File: src/design/bvl_pkg.sv
// ----------------------------------------------------------------------------
// bvl_pkg
// Types and codes shared by the bounded value list controller, datapath and
// top level.
// ----------------------------------------------------------------------------
package bvl_pkg;

  typedef enum logic [1:0] {
    OP_ADD,
    OP_INSERT,
    OP_REMOVE,
    OP_FIND
  } op_t;

  typedef enum logic [1:0] {
    ST_DONE,
    ST_FULL,
    ST_PRESENT,
    ST_MISSING
  } status_t;

  typedef struct packed {
    op_t                operation;
    logic signed [31:0] value;
  } req_t;

  typedef struct packed {
    status_t            status;
    logic               found;
    logic signed [31:0] found_value;
    logic [4:0]         entry_total;
  } rsp_t;

  typedef enum logic [2:0] {
    FSM_CLEAR,
    FSM_IDLE,
    FSM_SCAN,
    FSM_DRAIN,
    FSM_COMMIT
  } fsm_t;

  // controller -> datapath
  typedef struct packed {
    logic clr_step;   // write an empty slot at the pointer, advance
    logic load;       // capture request, restart pointer and scan flags
    logic scan_read;  // read slot at the pointer, advance
    logic commit;     // apply operation, load response register
  } cmd_t;

  // datapath -> controller
  typedef struct packed {
    logic ptr_last;   // pointer sits on the last slot
    logic out_busy;   // response register holds a transaction not yet taken
  } stat_t;

endpackage

File: src/design/bvl_ctrl.sv
// ----------------------------------------------------------------------------
// bvl_ctrl
// Sequencer: clearing pass after reset, then accept / scan / drain / commit
// for each request.
// ----------------------------------------------------------------------------
module bvl_ctrl (
  input  logic           clk,
  input  logic           rst,
  input  logic           req_valid,
  output logic           req_ready,
  input  bvl_pkg::stat_t stat,
  output bvl_pkg::cmd_t  cmd
);

  bvl_pkg::fsm_t state, state_next;

  always_ff @(posedge clk) begin
    if (rst) begin
      state <= bvl_pkg::FSM_CLEAR;
    end else begin
      state <= state_next;
    end
  end

  always_comb begin
    state_next = state;
    req_ready  = 1'b0;
    cmd        = '0;
    unique case (state)
      bvl_pkg::FSM_CLEAR: begin
        cmd.clr_step = 1'b1;
        if (stat.ptr_last) begin
          state_next = bvl_pkg::FSM_IDLE;
        end
      end
      bvl_pkg::FSM_IDLE: begin
        req_ready = 1'b1;
        if (req_valid) begin
          cmd.load   = 1'b1;
          state_next = bvl_pkg::FSM_SCAN;
        end
      end
      bvl_pkg::FSM_SCAN: begin
        cmd.scan_read = 1'b1;
        if (stat.ptr_last) begin
          state_next = bvl_pkg::FSM_DRAIN;
        end
      end
      bvl_pkg::FSM_DRAIN: begin
        state_next = bvl_pkg::FSM_COMMIT;
      end
      bvl_pkg::FSM_COMMIT: begin
        if (!stat.out_busy) begin
          cmd.commit = 1'b1;
          state_next = bvl_pkg::FSM_IDLE;
        end
      end
      default: begin
        state_next = bvl_pkg::FSM_CLEAR;
      end
    endcase
  end

endmodule

File: src/design/bvl_datapath.sv
// ----------------------------------------------------------------------------
// bvl_datapath
// Slot memory (valid bit + value), scan pointer, match/free trackers, entry
// count and response register.
// ----------------------------------------------------------------------------
module bvl_datapath #(
  parameter int CAPACITY = 16
) (
  input  logic           clk,
  input  logic           rst,
  input  bvl_pkg::cmd_t  cmd,
  output bvl_pkg::stat_t stat,
  input  bvl_pkg::req_t  req,
  output logic           rsp_valid,
  input  logic           rsp_ready,
  output bvl_pkg::rsp_t  rsp
);

  localparam int AW = (CAPACITY > 1) ? $clog2(CAPACITY) : 1;
  localparam int CW = $clog2(CAPACITY + 1);
  localparam logic [AW-1:0] LAST_SLOT = AW'(CAPACITY - 1);

  // slot word: [32] valid, [31:0] value
  logic [32:0]   mem [CAPACITY];
  logic [32:0]   rdata;
  logic          we;
  logic [AW-1:0] waddr;
  logic [32:0]   wdata;

  logic [AW-1:0] ptr;
  logic          rd_pend;
  logic [AW-1:0] rd_idx;

  bvl_pkg::op_t  op;
  logic [31:0]   val;
  logic          hit_found, free_found;
  logic [AW-1:0] hit_idx, free_idx;
  logic [CW-1:0] count, count_next;

  bvl_pkg::rsp_t rsp_next;
  logic [CW+4:0] count_wide;

  always_ff @(posedge clk) begin
    if (we) begin
      mem[waddr] <= wdata;
    end
    rdata <= mem[ptr];
  end

  // pointer: sweeps slots during clear and scan
  always_ff @(posedge clk) begin
    if (rst || cmd.load) begin
      ptr <= '0;
    end else if (cmd.clr_step || cmd.scan_read) begin
      ptr <= (ptr == LAST_SLOT) ? '0 : ptr + AW'(1);
    end
  end

  always_ff @(posedge clk) begin
    if (rst) begin
      rd_pend <= 1'b0;
    end else begin
      rd_pend <= cmd.scan_read;
    end
    rd_idx <= ptr;
  end

  always_ff @(posedge clk) begin
    if (cmd.load) begin
      op  <= req.operation;
      val <= req.value;
    end
  end

  // lowest matching valid slot and lowest free slot
  always_ff @(posedge clk) begin
    if (rst || cmd.load) begin
      hit_found  <= 1'b0;
      free_found <= 1'b0;
    end else if (rd_pend) begin
      if (rdata[32]) begin
        if (!hit_found && rdata[31:0] == val) begin
          hit_found <= 1'b1;
        end
      end else if (!free_found) begin
        free_found <= 1'b1;
      end
    end
  end

  always_ff @(posedge clk) begin
    if (rd_pend && rdata[32] && !hit_found && rdata[31:0] == val) begin
      hit_idx <= rd_idx;
    end
    if (rd_pend && !rdata[32] && !free_found) begin
      free_idx <= rd_idx;
    end
  end

  // operation decode and write-back
  always_comb begin
    we         = 1'b0;
    waddr      = ptr;
    wdata      = '0;
    count_next = count;
    rsp_next   = '0;
    rsp_next.found = hit_found;
    if (cmd.clr_step) begin
      we = 1'b1;
    end
    unique case (op)
      bvl_pkg::OP_ADD, bvl_pkg::OP_INSERT: begin
        if (op == bvl_pkg::OP_INSERT && hit_found) begin
          rsp_next.status = bvl_pkg::ST_PRESENT;
        end else if (free_found) begin
          rsp_next.status = bvl_pkg::ST_DONE;
          count_next      = count + CW'(1);
          if (cmd.commit) begin
            we    = 1'b1;
            waddr = free_idx;
            wdata = {1'b1, val};
          end
        end else begin
          rsp_next.status = bvl_pkg::ST_FULL;
        end
      end
      bvl_pkg::OP_REMOVE: begin
        if (hit_found) begin
          rsp_next.status = bvl_pkg::ST_DONE;
          count_next      = count - CW'(1);
          if (cmd.commit) begin
            we    = 1'b1;
            waddr = hit_idx;
            wdata = {1'b0, val};
          end
        end else begin
          rsp_next.status = bvl_pkg::ST_MISSING;
        end
      end
      bvl_pkg::OP_FIND: begin
        if (hit_found) begin
          rsp_next.status      = bvl_pkg::ST_DONE;
          rsp_next.found_value = val;
        end else begin
          rsp_next.status = bvl_pkg::ST_MISSING;
        end
      end
      default: begin
        rsp_next.status = bvl_pkg::ST_MISSING;
      end
    endcase
    count_wide           = {5'b0, count_next};
    rsp_next.entry_total = count_wide[4:0];
  end

  always_ff @(posedge clk) begin
    if (rst) begin
      count <= '0;
    end else if (cmd.commit) begin
      count <= count_next;
    end
  end

  always_ff @(posedge clk) begin
    if (rst) begin
      rsp_valid <= 1'b0;
    end else if (cmd.commit) begin
      rsp_valid <= 1'b1;
    end else if (rsp_ready) begin
      rsp_valid <= 1'b0;
    end
    if (cmd.commit) begin
      rsp <= rsp_next;
    end
  end

  assign stat.ptr_last = (ptr == LAST_SLOT);
  assign stat.out_busy = rsp_valid && !rsp_ready;

endmodule

File: src/design/bounded_value_list_core.sv
// ----------------------------------------------------------------------------
// bounded_value_list_core
// A request is taken only in the idle state and is answered after its scan,
//   drain and commit; the scan reads one slot per cycle through the single
//   read port of the slot memory.
// Reset: a clearing pass empties every slot; req_ready stays low until it ends.
// ----------------------------------------------------------------------------
module bounded_value_list_core #(
  parameter int CAPACITY = 16
) (
  input  logic          clk,
  input  logic          rst,
  input  logic          req_valid,
  output logic          req_ready,
  input  bvl_pkg::req_t req,
  output logic          rsp_valid,
  input  logic          rsp_ready,
  output bvl_pkg::rsp_t rsp
);

  // Flow per transaction:
  //   IDLE   - request captured, scan pointer and trackers reset
  //   SCAN   - one slot read per cycle; the compare runs in the cycle after
  //            the read (registered memory output)
  //   DRAIN  - last slot compared
  //   COMMIT - slot written (add / insert to lowest free slot, remove clears
  //            the lowest matching slot), count updated, response loaded;
  //            waits here while the previous response is still unclaimed
  // The response register lets a new request be taken while the previous
  // response is still waiting downstream.

  bvl_pkg::cmd_t  cmd;
  bvl_pkg::stat_t stat;

  bvl_ctrl u_ctrl (
    .clk       (clk),
    .rst       (rst),
    .req_valid (req_valid),
    .req_ready (req_ready),
    .stat      (stat),
    .cmd       (cmd)
  );

  bvl_datapath #(
    .CAPACITY (CAPACITY)
  ) u_datapath (
    .clk       (clk),
    .rst       (rst),
    .cmd       (cmd),
    .stat      (stat),
    .req       (req),
    .rsp_valid (rsp_valid),
    .rsp_ready (rsp_ready),
    .rsp       (rsp)
  );

  // A new response only appears from a commit.
  a_rsp_from_commit: assert property (@(posedge clk) disable iff (rst)
    $rose(rsp_valid) |-> $past(cmd.commit))
    else $error("response valid without commit");

  // Commit never overwrites an unclaimed response.
  a_commit_no_overwrite: assert property (@(posedge clk) disable iff (rst)
    cmd.commit |-> !(rsp_valid && !rsp_ready))
    else $error("commit overwrote pending response");

  // Every accepted request starts a scan on the next cycle.
  a_load_then_scan: assert property (@(posedge clk) disable iff (rst)
    cmd.load |=> cmd.scan_read)
    else $error("scan did not follow request");

  // Commit and a clearing step never meet at the write port.
  a_write_exclusive: assert property (@(posedge clk) disable iff (rst)
    !(cmd.commit && cmd.clr_step))
    else $error("write port conflict");

endmodule
File: config.mk
export PLATFORM = sky130hd
export DESIGN_NAME = bounded_value_list_core
export DESIGN_NICKNAME = d
export VERILOG_FILES = /design/src/design/bvl_pkg.sv /design/src/design/bvl_ctrl.sv /design/src/design/bvl_datapath.sv /design/src/design/bounded_value_list_core.sv
export SDC_FILE = /design/constraint.sdc
export NUM_CORES = 1
export LEC_CHECK = 0
export ABC_CLOCK_PERIOD_IN_PS = 8200
export BUFFER_PORTS_ARGS = -buffer_cell sky130_fd_sc_hd__buf_2
export CORE_MARGIN = 2
export CORE_UTILIZATION = 30
export DETAILED_ROUTE_END_ITERATION = 10
export HOLD_SLACK_MARGIN = 0.12
export PLACE_DENSITY_LB_ADDON = 0.15
export SLEW_MARGIN = 20
export SYNTH_ARGS = -nofsm -noshare
export SYNTH_HDL_FRONTEND = slang
export SYNTH_HIERARCHICAL = 1
export SYNTH_SLANG_ARGS = --single-unit
File: constraint.sdc
create_clock -name clk -period 8.2 [get_ports clk]
set_input_delay 1.64 -clock clk [delete_from_list [all_inputs] [get_ports clk]]
set_output_delay 1.64 -clock clk [all_outputs]
set_load 0.05 [all_outputs]
======== After elaboration in Yosys (flattened, before gate mapping) ========
Memories as Yosys holds them, arrays and structs flattened. A register that Yosys moved wholly into a read port is not among the register bits.
Index checks and enable logic that the tools add are counted.
word-level totals
  register bits after elaboration ......... 102
  memory bits (writable) .................. 528
  word-level logic and storage cells ...... 100
  memories ................................ 1
memories
  memory          words  width  read ports  clocked after memory_dff  wr ports  RTL line            text
  u_datapath.mem  16     33     1           1                         1         bvl_datapath.sv:24  logic [32:0] mem [CAPACITY];
operators by class
  add/sub/neg operators ................... 3
  equality and inequality tests ........... 13
  muxes and demuxes ....................... 43
  bitwise operators ....................... 1
  reductions and logical operators ........ 23
operators by type and width
  cell                   number
  $mux W33               4
  $pmux W33 S2           1
  $eq A32 B32 Y1         1
  $mux W32               1
  $mux W4                6
  $mux W1                17
  $mux W5                3
  $pmux W3 S5            1
  $mux W3                4
  $pmux W5 S2            1
  $logic_and A1 B1 Y1    8
  $ne A2 B2 Y1 const B   4
  $pmux W4 S2            1
  $eq A3 B2 Y1 const B   2
  $add A5 B1 Y5 const B  1
  $sub A5 B1 Y5 const B  1
  $add A4 B1 Y4 const B  1
  $eq A2 B2 Y1 const B   2
  $eq A4 B4 Y1 const B   1
  $logic_not A1 Y1       4
  $mux W2                2
  $pmux W2 S2            1
  $reduce_and A2 Y1      2
  $reduce_and A4 Y1      1
  11 further kinds       13

======== Logic depth before layout (Yosys ltp) ========
Gate-level depths: netlist (run 1).
  depth in word-level cells ............... 10
  gate-level depth with buffers ........... 8
  mapped depth without buffers ............ 7

======== Hierarchy ========
The synthesis (run 1) kept the hierarchy.
modules (own cells, without submodules)
  module        times used  cells each  area each (sq um)  sequential area each (sq um)
  bvl_datapath  1           1,267       25,217.9           19,318.5
  bvl_ctrl      1           18          176.4              60.1

======== Worst setup path before layout (run 1) ========
No wires, ideal clock.
  path type ............................... in2reg
  from .................................... input port rsp_ready
  to ...................................... memory u_datapath.mem[0][0] (enable)
  library setup time ...................... 0.464 ns
  arrival ................................. 7.590 ns
  slack ................................... 0.146 ns
  stages .................................. 7
  path buffers ............................ 1
  cell sequence ........................... nor2b_1 -> nor4b_2 -> buf_2 -> nand2_2 -> or3_1 -> a31o_1 -> nor3_1
RTL lines
  item             RTL line                       text
  start, declared  bounded_value_list_core.sv:17  input logic rsp_ready,
  end, declared    bvl_datapath.sv:24

==> impl_metrics.py, run 1 <==
metrics = {
    "hold_path": {
        "min-delay-start": "u_datapath/rd_idx[1]$_DFF_P_",
        "holdPathEnd": "u_datapath/hit_idx[1]$_DFFE_PP_",
        "holdPathStages": 0,
        "min_path_type": "register to register",
    },
    "die": {
        "die_x_um": 295,
        "ios": 80,
        "die_area_um2": 87000,
        "num_rows": 106,
        "die_h_um": 295,
        "core_um2": 83700,
        "initial_core_util": 0.303,
    },
    "layout": {
        "instances_no_fill": 2593,
        "drive_gt1_frac": 0.260,
        "synthToLayoutAreaGrowth_pct": 16.5,
        "postLayoutCellArea_um2": 29600,
        "n_fill_cell": 7810,
        "antenna-diode-count": 0,
        "nets": 1441,
    },
    "timing": {
        "finalClockSkew_ns": 0.0291,
        "slew-limit-headroom": 0.263,
        "fin_crit_sh": 0.620,
        "worst_slew_pin_slew_ns": 1.11,
        "max_freq_mhz": 197,
        "final_hold_viol_count": 0,
        "rsz0062_at_grt": "no",
        "holdWs_ns": 0.423,
        "setup_violations": 0,
        "slew_violations": 0,
        "layout_min_cycle_time_ns": 5.08,
        "tns_ns": 0,
    },
    "route": {
        "post-route-drc-count": 0,
        "drtAntennaViolNets": 0,
        "postRouteWirelength_um": 64000,
        "routed_via_density": 4.76,
        "drtPass1Iterations": 5,
        "via_count": 12338,
        "wl_per_cell_um": 24.7,
        "dr.first_iter.drc_count": 836,
    },
    "logic_synthesis": {
        "synth_cell_type_count": 58,
        "synth_edf_count": 610,
        "syn_inst": 1285,
        "yosys_register_bits": 663,
        "synth_ff_type": "edfxtp_1",
        "async_flop_share": 0,
        "synth_area_um2": 25400,
        "synth.net_count": 1326,
        "postSynthAreaPerCell_um2": 19.8,
        "ys_warn_count": 6,
        "yosysSeqAreaShare": 0.763,
    },
    "placed_design": {
        "place_inst": 2457,
        "gp_congestion": 0.725,
        "hpwl_um": 35200,
        "dpl_cell_area_um2": 27200,
        "portBuffers": 79,
    },
    "worst_setup_path": {
        "cp_data_required_time_ns": 8.49,
        "path_max_fanout": 51,
        "end_kind": "register",
        "crit_path_start_kind": "input port",
        "r2r_start": "u_ctrl/state[2]$_SDFFE_PP0P_",
        "crit_arrival_ns": 5.37,
        "reg2reg_setup_slack_ns": 3.81,
        "reg2regPathDepth": 8,
        "crit_type": "input port to register",
        "crit_start": "rsp_ready",
        "r2r-end": "u_datapath/mem[5][13]$_DFFE_PP_",
    },
    "clock_tree": {
        "cts-root-buf": "clkbuf_16",
        "clockBufferDepth": 3,
        "clk_latency_ns": 0.62,
        "numCtsBuffers": 74,
        "post_cts_buffers": 0,
        "path_clk_slew_ns": 0.06,
        "postCtsResizedCells": 0,
        "htree_num_levels": 3,
        "cts_tree": "built",
        "cts_sinks": 663,
        "holdBufCountCts": 0,
    },
    "power": {
        "leakage_uw": 0.00879,
        "internal-power_uw": 5800,
        "vdd_drop_max_v": 0.000124,
        "p_comb_frac": 0.053,
        "sw_frac_of_total": 0.218,
        "switchingPower_uw": 1620,
        "clockPowerShare": 0.436,
        "cellPowerDensity_nw_per_um2": 251,
        "seqPwrFrac": 0.511,
    },
    "global_routing": {
        "grt_pass1_wl_um": 92900,
        "grt_max_degree": 80,
        "gr-total-overflow": 0,
        "antenna_found_initial": 3,
        "track_usage": 0.150,
        "grt_pass1_vias": 13101,
    },
    "run_status": {
        "status": "finished, final reports clean",
    },
    "flow_run": {
        "cap_violations": 0,
    },
}
-- cells in the final DEF, fill, tap and decap left out, drive strengths merged, types with 31 or more instances in the layout --
cell type / n
buf: 107
nor2b: 36
a211oi: 33
nand2: 71
mux4: 132
a31oi: 32
clkbuf: 96
xor2: 31
and2: 64
edfxtp: 610
dfxtp: 53
-- metal layers --
metal / vias up / track usage / part of all wire
met3: 90 / 0.0298 / 0.043
met2: 235 / 0.245 / 0.48
met4: 0 / 0.0412 / 0.021
met5: - / 0 / 0
met1: 6638 / 0.203 / 0.45
li1: 5375 / - / -
-- Yosys cell counts (6+ instances only) --
| cell type | count | area, µm² |
|---|---|---|
| xor2_1 | 31 | 272 |
| xnor2_1 | 9 | 78.8 |
| clkbuf_1 | 37 | 139 |
| nor3b_1 | 6 | 45.0 |
| nor2b_1 | 36 | 225 |
| buf_2 | 10 | 50.1 |
| mux2i_1 | 8 | 80.1 |
| a211oi_1 | 33 | 248 |
| mux4_2 | 132 | 2970 |
| and2_1 | 64 | 400 |
| nor4_1 | 9 | 56.3 |
| a21oi_1 | 11 | 55.1 |
| nand2b_1 | 6 | 37.5 |
| nand2_1 | 70 | 263 |
| inv_1 | 11 | 41.3 |
| buf_6 | 7 | 78.8 |
| edfxtp_1 | 610 | 18300 |
| a31oi_1 | 32 | 200 |
| buf_4 | 7 | 52.6 |
| o21ai_0 | 9 | 45.0 |
| nor3_1 | 12 | 60.1 |
| dfxtp_1 | 53 | 1060 |
| nor2_1 | 28 | 105 |
-- cells by family after synthesis --
| group | Yosys count | synth area share |
|---|---|---|
| flip-flops | 663 | 0.763 |
| multiplexers | 140 | 0.120 |
| buffers and inverters | 80 | 0.0172 |
| AND/OR/NAND/NOR | 255 | 0.0551 |
| AO/OA/AOI/OAI | 104 | 0.0291 |
| adder cells (fa/ha/maj) | 3 | 0.00148 |
| XOR/XNOR | 40 | 0.0138 |
-- layout make-up --
class / count / area [µm²] / area share
well taps: 1134 / 1420 / 0.0479
clock inverters: 39 / 302 / 0.0102
flip-flops and latches: 663 / 19400 / 0.655
inverters: 12 / 45.0 / 0.00152
repair buffers: 107 / 651 / 0.0220
clock buffers: 96 / 2080 / 0.0702
multi-input cells: 542 / 5710 / 0.193
-- sequential cells by signal, summed over array words and instances (netlist names) --
signal and cells:
u_datapath/mem 528, u_datapath/rsp 40, u_datapath/rdata 33, u_datapath/val 32, u_datapath/count 5, u_datapath/free_idx 4, u_datapath/hit_idx 4, u_datapath/ptr 4
u_datapath/rd_idx 4, u_ctrl/state 3, u_datapath/op 2, u_datapath/free_found 1, u_datapath/hit_found 1, u_datapath/rd_pend 1, u_datapath/rsp_valid 1
-- worst max-delay path, cell delays in order --
cell,delay (ns)
buf_2,0.07
nor2b_1,0.08
nor4b_4,0.25
buf_4,0.77
nand4b_1,0.28
or2_1,0.31
o221ai_1,0.16
o211ai_1,0.44
nor2_4,0.94
buf_4,0.40
-- stage by stage --
stage	setup slack, ns	power (µW)	utilization
detailed placement	2.32	4270	0.325
global route	2.80	7690	0.354
global placement	2.41	4270	0.325
floorplan	0.146	4120	-
finish	3.12	7420	0.354
CTS	2.97	7530	0.353
-- power groups by stage --
stage          Sequential [µW]  Combinational [µW]  Clock [µW]
2_1_floorplan             3840                 278           0
3_3_place_gp              3860                 406           0
3_5_place_dp              3860                 405           0
4_1_cts                   3790                 407        3330
5_1_grt                   3800                 430        3460
6_report                  3790                 395        3230
-- how the worst max path moves through the flow --
stage	endpoint	slack [ns]	depth (start not counted)
floorplan	u_datapath/mem[0][0]$_DFFE_PP_	0.15	7
global placement	u_datapath/mem[4][27]$_DFFE_PP_	2.41	10
detailed placement	u_datapath/mem[1][20]$_DFFE_PP_	2.32	10
CTS	u_datapath/mem[1][18]$_DFFE_PP_	2.97	10
global route	u_datapath/mem[5][13]$_DFFE_PP_	2.80	10
finish	u_datapath/mem[5][13]$_DFFE_PP_	3.12	10
No activity file was read; power rests on OpenSTA's default activity.
==> run 2, diff against run 1 <==
ABC_CLOCK_PERIOD_IN_PS = 4800   (was 8200)
clock period = 4.8 ns   (was 8.2 ns; I/O delays follow)
==> run 2 against run 1 <==
Cell count up 0.39%. Critical path depth unchanged. Clock skew down 0.00067 ns. Core utilization up 0.26 points. Non-clock buffer count up 10. Register-to-register slack worse by 2.5 ns. Combinational power up 75%. Sequential cell count unchanged. Hold slack better by 0.0067 ns. Die area unchanged. Largest power group unchanged.
==> impl_metrics.py, run 2 (synthesis results as in run 1) <==
metrics = {
    "run_status": {
        "status": "finished, final reports clean",
    },
    "timing": {
        "slew-limit-headroom": 0.259,
        "slew_violations": 0,
        "worst_slew_pin_slew_ns": 1.11,
        "setup_violations": 0,
        "rsz0062_at_grt": "no",
        "fin_crit_sh": 0.729,
        "final_hold_viol_count": 0,
        "layout_min_cycle_time_ns": 3.50,
        "tns_ns": 0,
        "max_freq_mhz": 286,
        "finalClockSkew_ns": 0.0284,
    },
    "worst_setup_path": {
        "end_kind": "register",
        "crit_arrival_ns": 3.80,
        "cp_data_required_time_ns": 5.10,
        "cpMostUsedCell": "buf_4",
        "path_max_fanout": 20,
        "cp_cell_sequence": "buf_2, nor2b_4, nor4b_4, buf_4, nand4b_1, nor2_1, o32ai_2, or2_1, nor2_4, buf_4",
        "crit_path_start_kind": "input port",
        "crit_slowest_cell": "nor2_4",
        "cp_slowest_stage_delay_ns": 0.66,
        "crit_type": "input port to register",
    },
    "die": {
        "die_x_um": 295,
        "core_um2": 83700,
        "initial_core_util": 0.303,
        "die_h_um": 295,
        "num_rows": 106,
        "ios": 80,
        "die_area_um2": 87000,
    },
    "route": {
        "highest_layer": "met4",
        "drtAntennaViolNets": 0,
        "dr_wl_met3_um": 3290,
        "drtPass1Iterations": 5,
        "dr.first_iter.drc_count": 1004,
        "postRouteWirelength_um": 63400,
        "wl_per_cell_um": 24.4,
        "via_count": 12415,
        "routed_via_density": 4.77,
        "m1WireLength_um": 29200,
        "post-route-drc-count": 0,
        "route.met2.wl_um": 29600,
    },
    "placed_design": {
        "hpwl_um": 35800,
        "portBuffers": 79,
        "gp_congestion": 0.718,
    },
    "layout": {
        "reg_top3": "u_datapath/mem: 528 flops, u_datapath/rsp: 40 flops, u_datapath/rdata: 33 flops",
        "nets": 1451,
        "regMostFlops": "u_datapath/mem",
        "largest_register_ffs": 528,
        "final_cell_mix": "edfxtp_1 (610), mux4_2 (132), buf_2 (79), clkbuf_16 (76), nand2_1 (70)",
        "post-route-util": 0.356,
        "synthToLayoutAreaGrowth_pct": 17.4,
        "final_common_cell": "edfxtp_1",
        "n_fill_cell": 7833,
        "drive_gt1_frac": 0.264,
    },
    "clock_tree": {
        "path_clk_slew_ns": 0.06,
        "numCtsBuffers": 74,
        "postCtsResizedCells": 0,
        "holdBufCountCts": 0,
        "clk_latency_ns": 0.62,
        "cts-root-buf": "clkbuf_16",
        "post_cts_buffers": 0,
        "htree_num_levels": 3,
        "cts_tree": "built",
        "clockBufferDepth": 3,
        "cts_sinks": 663,
    },
    "flow_run": {
        "cap_violations": 0,
    },
    "power": {
        "p_total_uw": 12800,
        "vdd_drop_max_v": 0.000302,
        "leakage_uw": 0.00889,
        "cellPowerDensity_nw_per_um2": 429,
    },
    "global_routing": {
        "grt_max_degree": 102,
        "track_usage": 0.149,
        "grt_pass1_vias": 13092,
        "gr-total-overflow": 0,
        "grt_pass1_wl_um": 92700,
        "antenna_found_initial": 5,
    },
    "hold_path": {
        "min_path_type": "register to register",
    },
}
run 2: per-stage QoR:
step	setup slack [ns]	instances	cell area (µm²)	hold WS (ns)
finish	1.30	2603	29800	0.430
floorplan	-0.286	1285	25500	0.329
global placement	0.609	2468	27400	0.410
CTS	1.23	2602	29800	0.430
global route	1.05	2602	29800	0.451
detailed placement	0.579	2468	27400	0.417
run 2: power by group:
group          internal, µW  switching, µW
Sequential             6400           73.8
Clock                  3330           2290
Combinational           292            399
Total                 10000           2760
run 2: worst paths after layout:
| path | startpoint | end | slack (ns) | depth (start not counted) |
|---|---|---|---|---|
| worst max-delay path | rsp_ready | u_datapath/mem[11][13]$_DFFE_PP_ | 1.30 | 10 |
| worst min-delay path | u_datapath/rd_idx[3]$_DFF_P_ | u_datapath/free_idx[3]$_DFFE_PP_ | 0.43 | 0 |
| worst max register to register | u_ctrl/state[2]$_SDFFE_PP0P_ | u_datapath/mem[11][13]$_DFFE_PP_ | 1.34 | 8 |
| worst min register to register | u_datapath/rd_idx[3]$_DFF_P_ | u_datapath/free_idx[3]$_DFFE_PP_ | 0.43 | 0 |
run 2: metal layers:
layer	up-vias	track usage
met5	-	0
met4	0	0.0373
met3	92	0.0269
met2	302	0.234
met1	6605	0.214
li1	5416	-
run 2: critical path, delay by kind of cell:
family / cells / cell delay [ns]
AND/OR/NAND/NOR: 6 / 1.88
buffers and inverters: 3 / 0.74
AO/OA/AOI/OAI: 1 / 0.21
run 2: final cells by class:
| type | instances | area (µm²) | area share |
|---|---|---|---|
| Inverter | 12 | 45.0 | 0.00151 |
| Tap cell | 1134 | 1420 | 0.0476 |
| Sequential cell | 663 | 19400 | 0.650 |
| Timing Repair Buffer | 117 | 818 | 0.0274 |
| Antenna cell | 1 | 2.50 | 0.0000839 |
| Clock buffer | 98 | 2000 | 0.0672 |
| Multi-Input combinational cell | 542 | 5740 | 0.193 |
| Clock inverter | 36 | 392 | 0.0131 |
==> run 3, diff against run 2 <==
ABC_AREA = 1   (was unset)
ABC_CLOCK_PERIOD_IN_PS = 3300   (was 4800)
clock period = 3.3 ns   (was 4.8 ns; I/O delays follow)
==> run 3 against run 2 <==
Cell count increased by 28%. Clock skew shrank 0.013 ns. Worst setup slack got worse by 0.78 ns.
==> impl_metrics.py, run 3 <==
metrics = {
    "timing": {
        "setup_violations": 0,
        "slew-limit-headroom": 0.330,
        "finalClockSkew_ns": 0.0152,
        "max_freq_mhz": 360,
        "tns_ns": 0,
        "layout_min_cycle_time_ns": 2.78,
        "worst_slew_pin_slew_ns": 1.00,
        "slew_violations": 0,
        "rsz0062_at_grt": "no",
        "fin_crit_sh": 0.842,
        "final_hold_viol_count": 0,
    },
    "logic_synthesis": {
        "synth_ff_type": "edfxtp_1",
        "yosys_register_bits": 663,
        "ys_top_cells_by_area": "edfxtp_1 (71%), nor2_1 (5.8%), o21ai_0 (5.4%)",
        "synth_cell_type_count": 37,
        "postSynthAreaPerCell_um2": 12.9,
        "syn_inst": 1992,
        "netlist.top_cell.by_area": "edfxtp_1",
        "ys_warn_count": 6,
        "synth.most_common_cell": "edfxtp_1",
        "synth_area_um2": 25700,
        "yosysSeqAreaShare": 0.754,
        "async_flop_share": 0,
        "synth.net_count": 2033,
        "synth_common_cells": "edfxtp_1 (610), nor2_1 (399), o21ai_0 (278), nand2_1 (163), o22ai_1 (81)",
        "synth_top_area_share": 0.713,
        "synth_edf_count": 610,
    },
    "die": {
        "die_x_um": 297,
        "num_rows": 107,
        "core_um2": 85000,
        "die_area_um2": 88000,
        "initial_core_util": 0.302,
        "die_h_um": 297,
        "ios": 80,
    },
    "clock_tree": {
        "postCtsResizedCells": 0,
        "cts-root-buf": "clkbuf_16",
        "numCtsBuffers": 73,
        "post_cts_buffers": 0,
        "cts_sinks": 663,
        "clockBufferDepth": 3,
        "path_clk_slew_ns": 0.06,
        "cts_tree": "built",
        "htree_num_levels": 3,
        "holdBufCountCts": 0,
        "clk_latency_ns": 0.61,
    },
    "layout": {
        "instances_no_fill": 3322,
        "regMostFlops": "u_datapath/mem",
        "largest_register_ffs": 528,
        "final_common_cell": "edfxtp_1",
        "drive_gt1_frac": 0.153,
        "reg_top3": "u_datapath/mem: 528 flops, u_datapath/rsp: 40 flops, u_datapath/rdata: 33 flops",
        "synthToLayoutAreaGrowth_pct": 18.6,
        "nets": 2162,
        "final_cell_mix": "edfxtp_1 (610), nor2_1 (379), o21ai_0 (278), nand2_1 (157), o22ai_1 (81)",
        "antenna-diode-count": 0,
    },
    "route": {
        "dr.first_iter.drc_count": 1292,
        "postRouteWirelength_um": 72800,
        "post-route-drc-count": 0,
        "wl_per_cell_um": 21.9,
        "routed_via_density": 4.86,
        "drtPass1Iterations": 5,
        "drtAntennaViolNets": 0,
        "via_count": 16135,
    },
    "global_routing": {
        "grt_pass1_wl_um": 106000,
        "grt_pass1_vias": 15876,
        "grt_max_degree": 189,
        "track_usage": 0.165,
        "antenna_found_initial": 2,
        "gr-total-overflow": 0,
    },
    "worst_setup_path": {
        "crit_type": "register to register",
        "cp_slowest_stage_delay_ns": 0.59,
        "cp_cell_sequence": "inv_2, nand2_4, nand2_4, inv_2, nand2_1, o21ai_2, o21bai_1, nand2_2, nor2_4, buf_4",
        "end_kind": "register",
        "crit_arrival_ns": 3.04,
        "crit_path_start_kind": "register",
        "cp_data_required_time_ns": 3.56,
        "crit_slowest_cell": "edfxtp_1",
        "path_max_fanout": 18,
    },
    "placed_design": {
        "portBuffers": 79,
        "place_inst": 3190,
        "hpwl_um": 42500,
        "gp_congestion": 0.814,
    },
    "power": {
        "vdd_drop_max_v": 0.000609,
        "leakage_uw": 0.0106,
        "cellPowerDensity_nw_per_um2": 768,
    },
    "run_status": {
        "status": "finished, final reports clean",
    },
    "hold_path": {
        "min_path_type": "input port to register",
    },
    "flow_run": {
        "cap_violations": 0,
    },
}
run 3: cell count changes after synthesis, moves of 33 or more:
| cell | delta |
|---|---|
| nor2_1 | +371 |
| nor2b_1 | -36 |
| o21ai_0 | +269 |
| nand3_1 | +61 |
| o22ai_1 | +81 |
| and2_1 | -64 |
| nand2_1 | +93 |
| inv_1 | +67 |
| a211oi_1 | -33 |
| o221ai_1 | +52 |
| mux4_2 | -132 |
run 3: routing by layer:
metal	up-vias	wire length [µm]	track usage
li1	7503	-	-
met1	8142	34200	0.234
met2	411	33800	0.265
met3	79	3480	0.0218
met4	0	1350	0.0466
met5	-	0	0
run 3: final timing paths:
kind / startpoint / endpoint / slack, ns / cells after the start
min reg2reg: u_datapath/ptr[3]$_SDFFE_PP0P_ / u_datapath/rd_idx[3]$_DFF_P_ / 0.42 / 0
min: req[0] / u_datapath/val[0]$_DFFE_PP_ / 0.22 / 1
max reg2reg: u_datapath/op[1]$_DFFE_PP_ / u_datapath/mem[6][7]$_DFFE_PP_ / 0.52 / 10
max: u_datapath/op[1]$_DFFE_PP_ / u_datapath/mem[6][7]$_DFFE_PP_ / 0.52 / 10
run 3: worst max-delay path, delay by kind of cell (launching register included):
family | cells | cell delay (ns)
simple gates | 5 | 0.69
buf+inv | 3 | 0.66
flops | 1 | 0.59
compound gates | 2 | 0.47
run 3: cell type report:
cell class | instances | area, µm²
Multi-Input combinational cell | 1132 | 5680
Clock inverter | 29 | 318
Inverter | 86 | 332
Sequential cell | 663 | 19400
Tap cell | 1144 | 1430
Clock buffer | 103 | 2060
Fill cell | 8164 | 54500
Timing Repair Buffer | 165 | 1270
run 3: cell families after synthesis:
| family | after synthesis | share of synthesized area |
|---|---|---|
| AO/OA/AOI/OAI | 447 | 0.101 |
| XOR/XNOR | 22 | 0.00750 |
| adder cells (fa/ha/maj) | 3 | 0.00146 |
| buffers and inverters | 197 | 0.0322 |
| flip-flops | 663 | 0.754 |
| AND/OR/NAND/NOR | 660 | 0.104 |
run 3: metrics by stage:
stage	power [µW]	hold WS, ns	setup slack [ns]	cell area (µm²)	util
floorplan	13600	0.350	0.0158	25900	-
CTS	23700	0.187	0.587	30500	0.359
finish	23400	0.225	0.521	30500	0.359
detailed placement	15500	0.420	0.370	28100	0.331
global placement	15500	0.412	0.368	28100	0.331
global route	24500	0.198	0.419	30500	0.359
run 3: report_power, final:
part / switching (µW) / total (µW) / internal [µW]
Sequential: 340 / 10300 / 9970
Combinational: 3580 / 4990 / 1420
Clock: 3260 / 8100 / 4840
Total: 7170 / 23400 / 16200
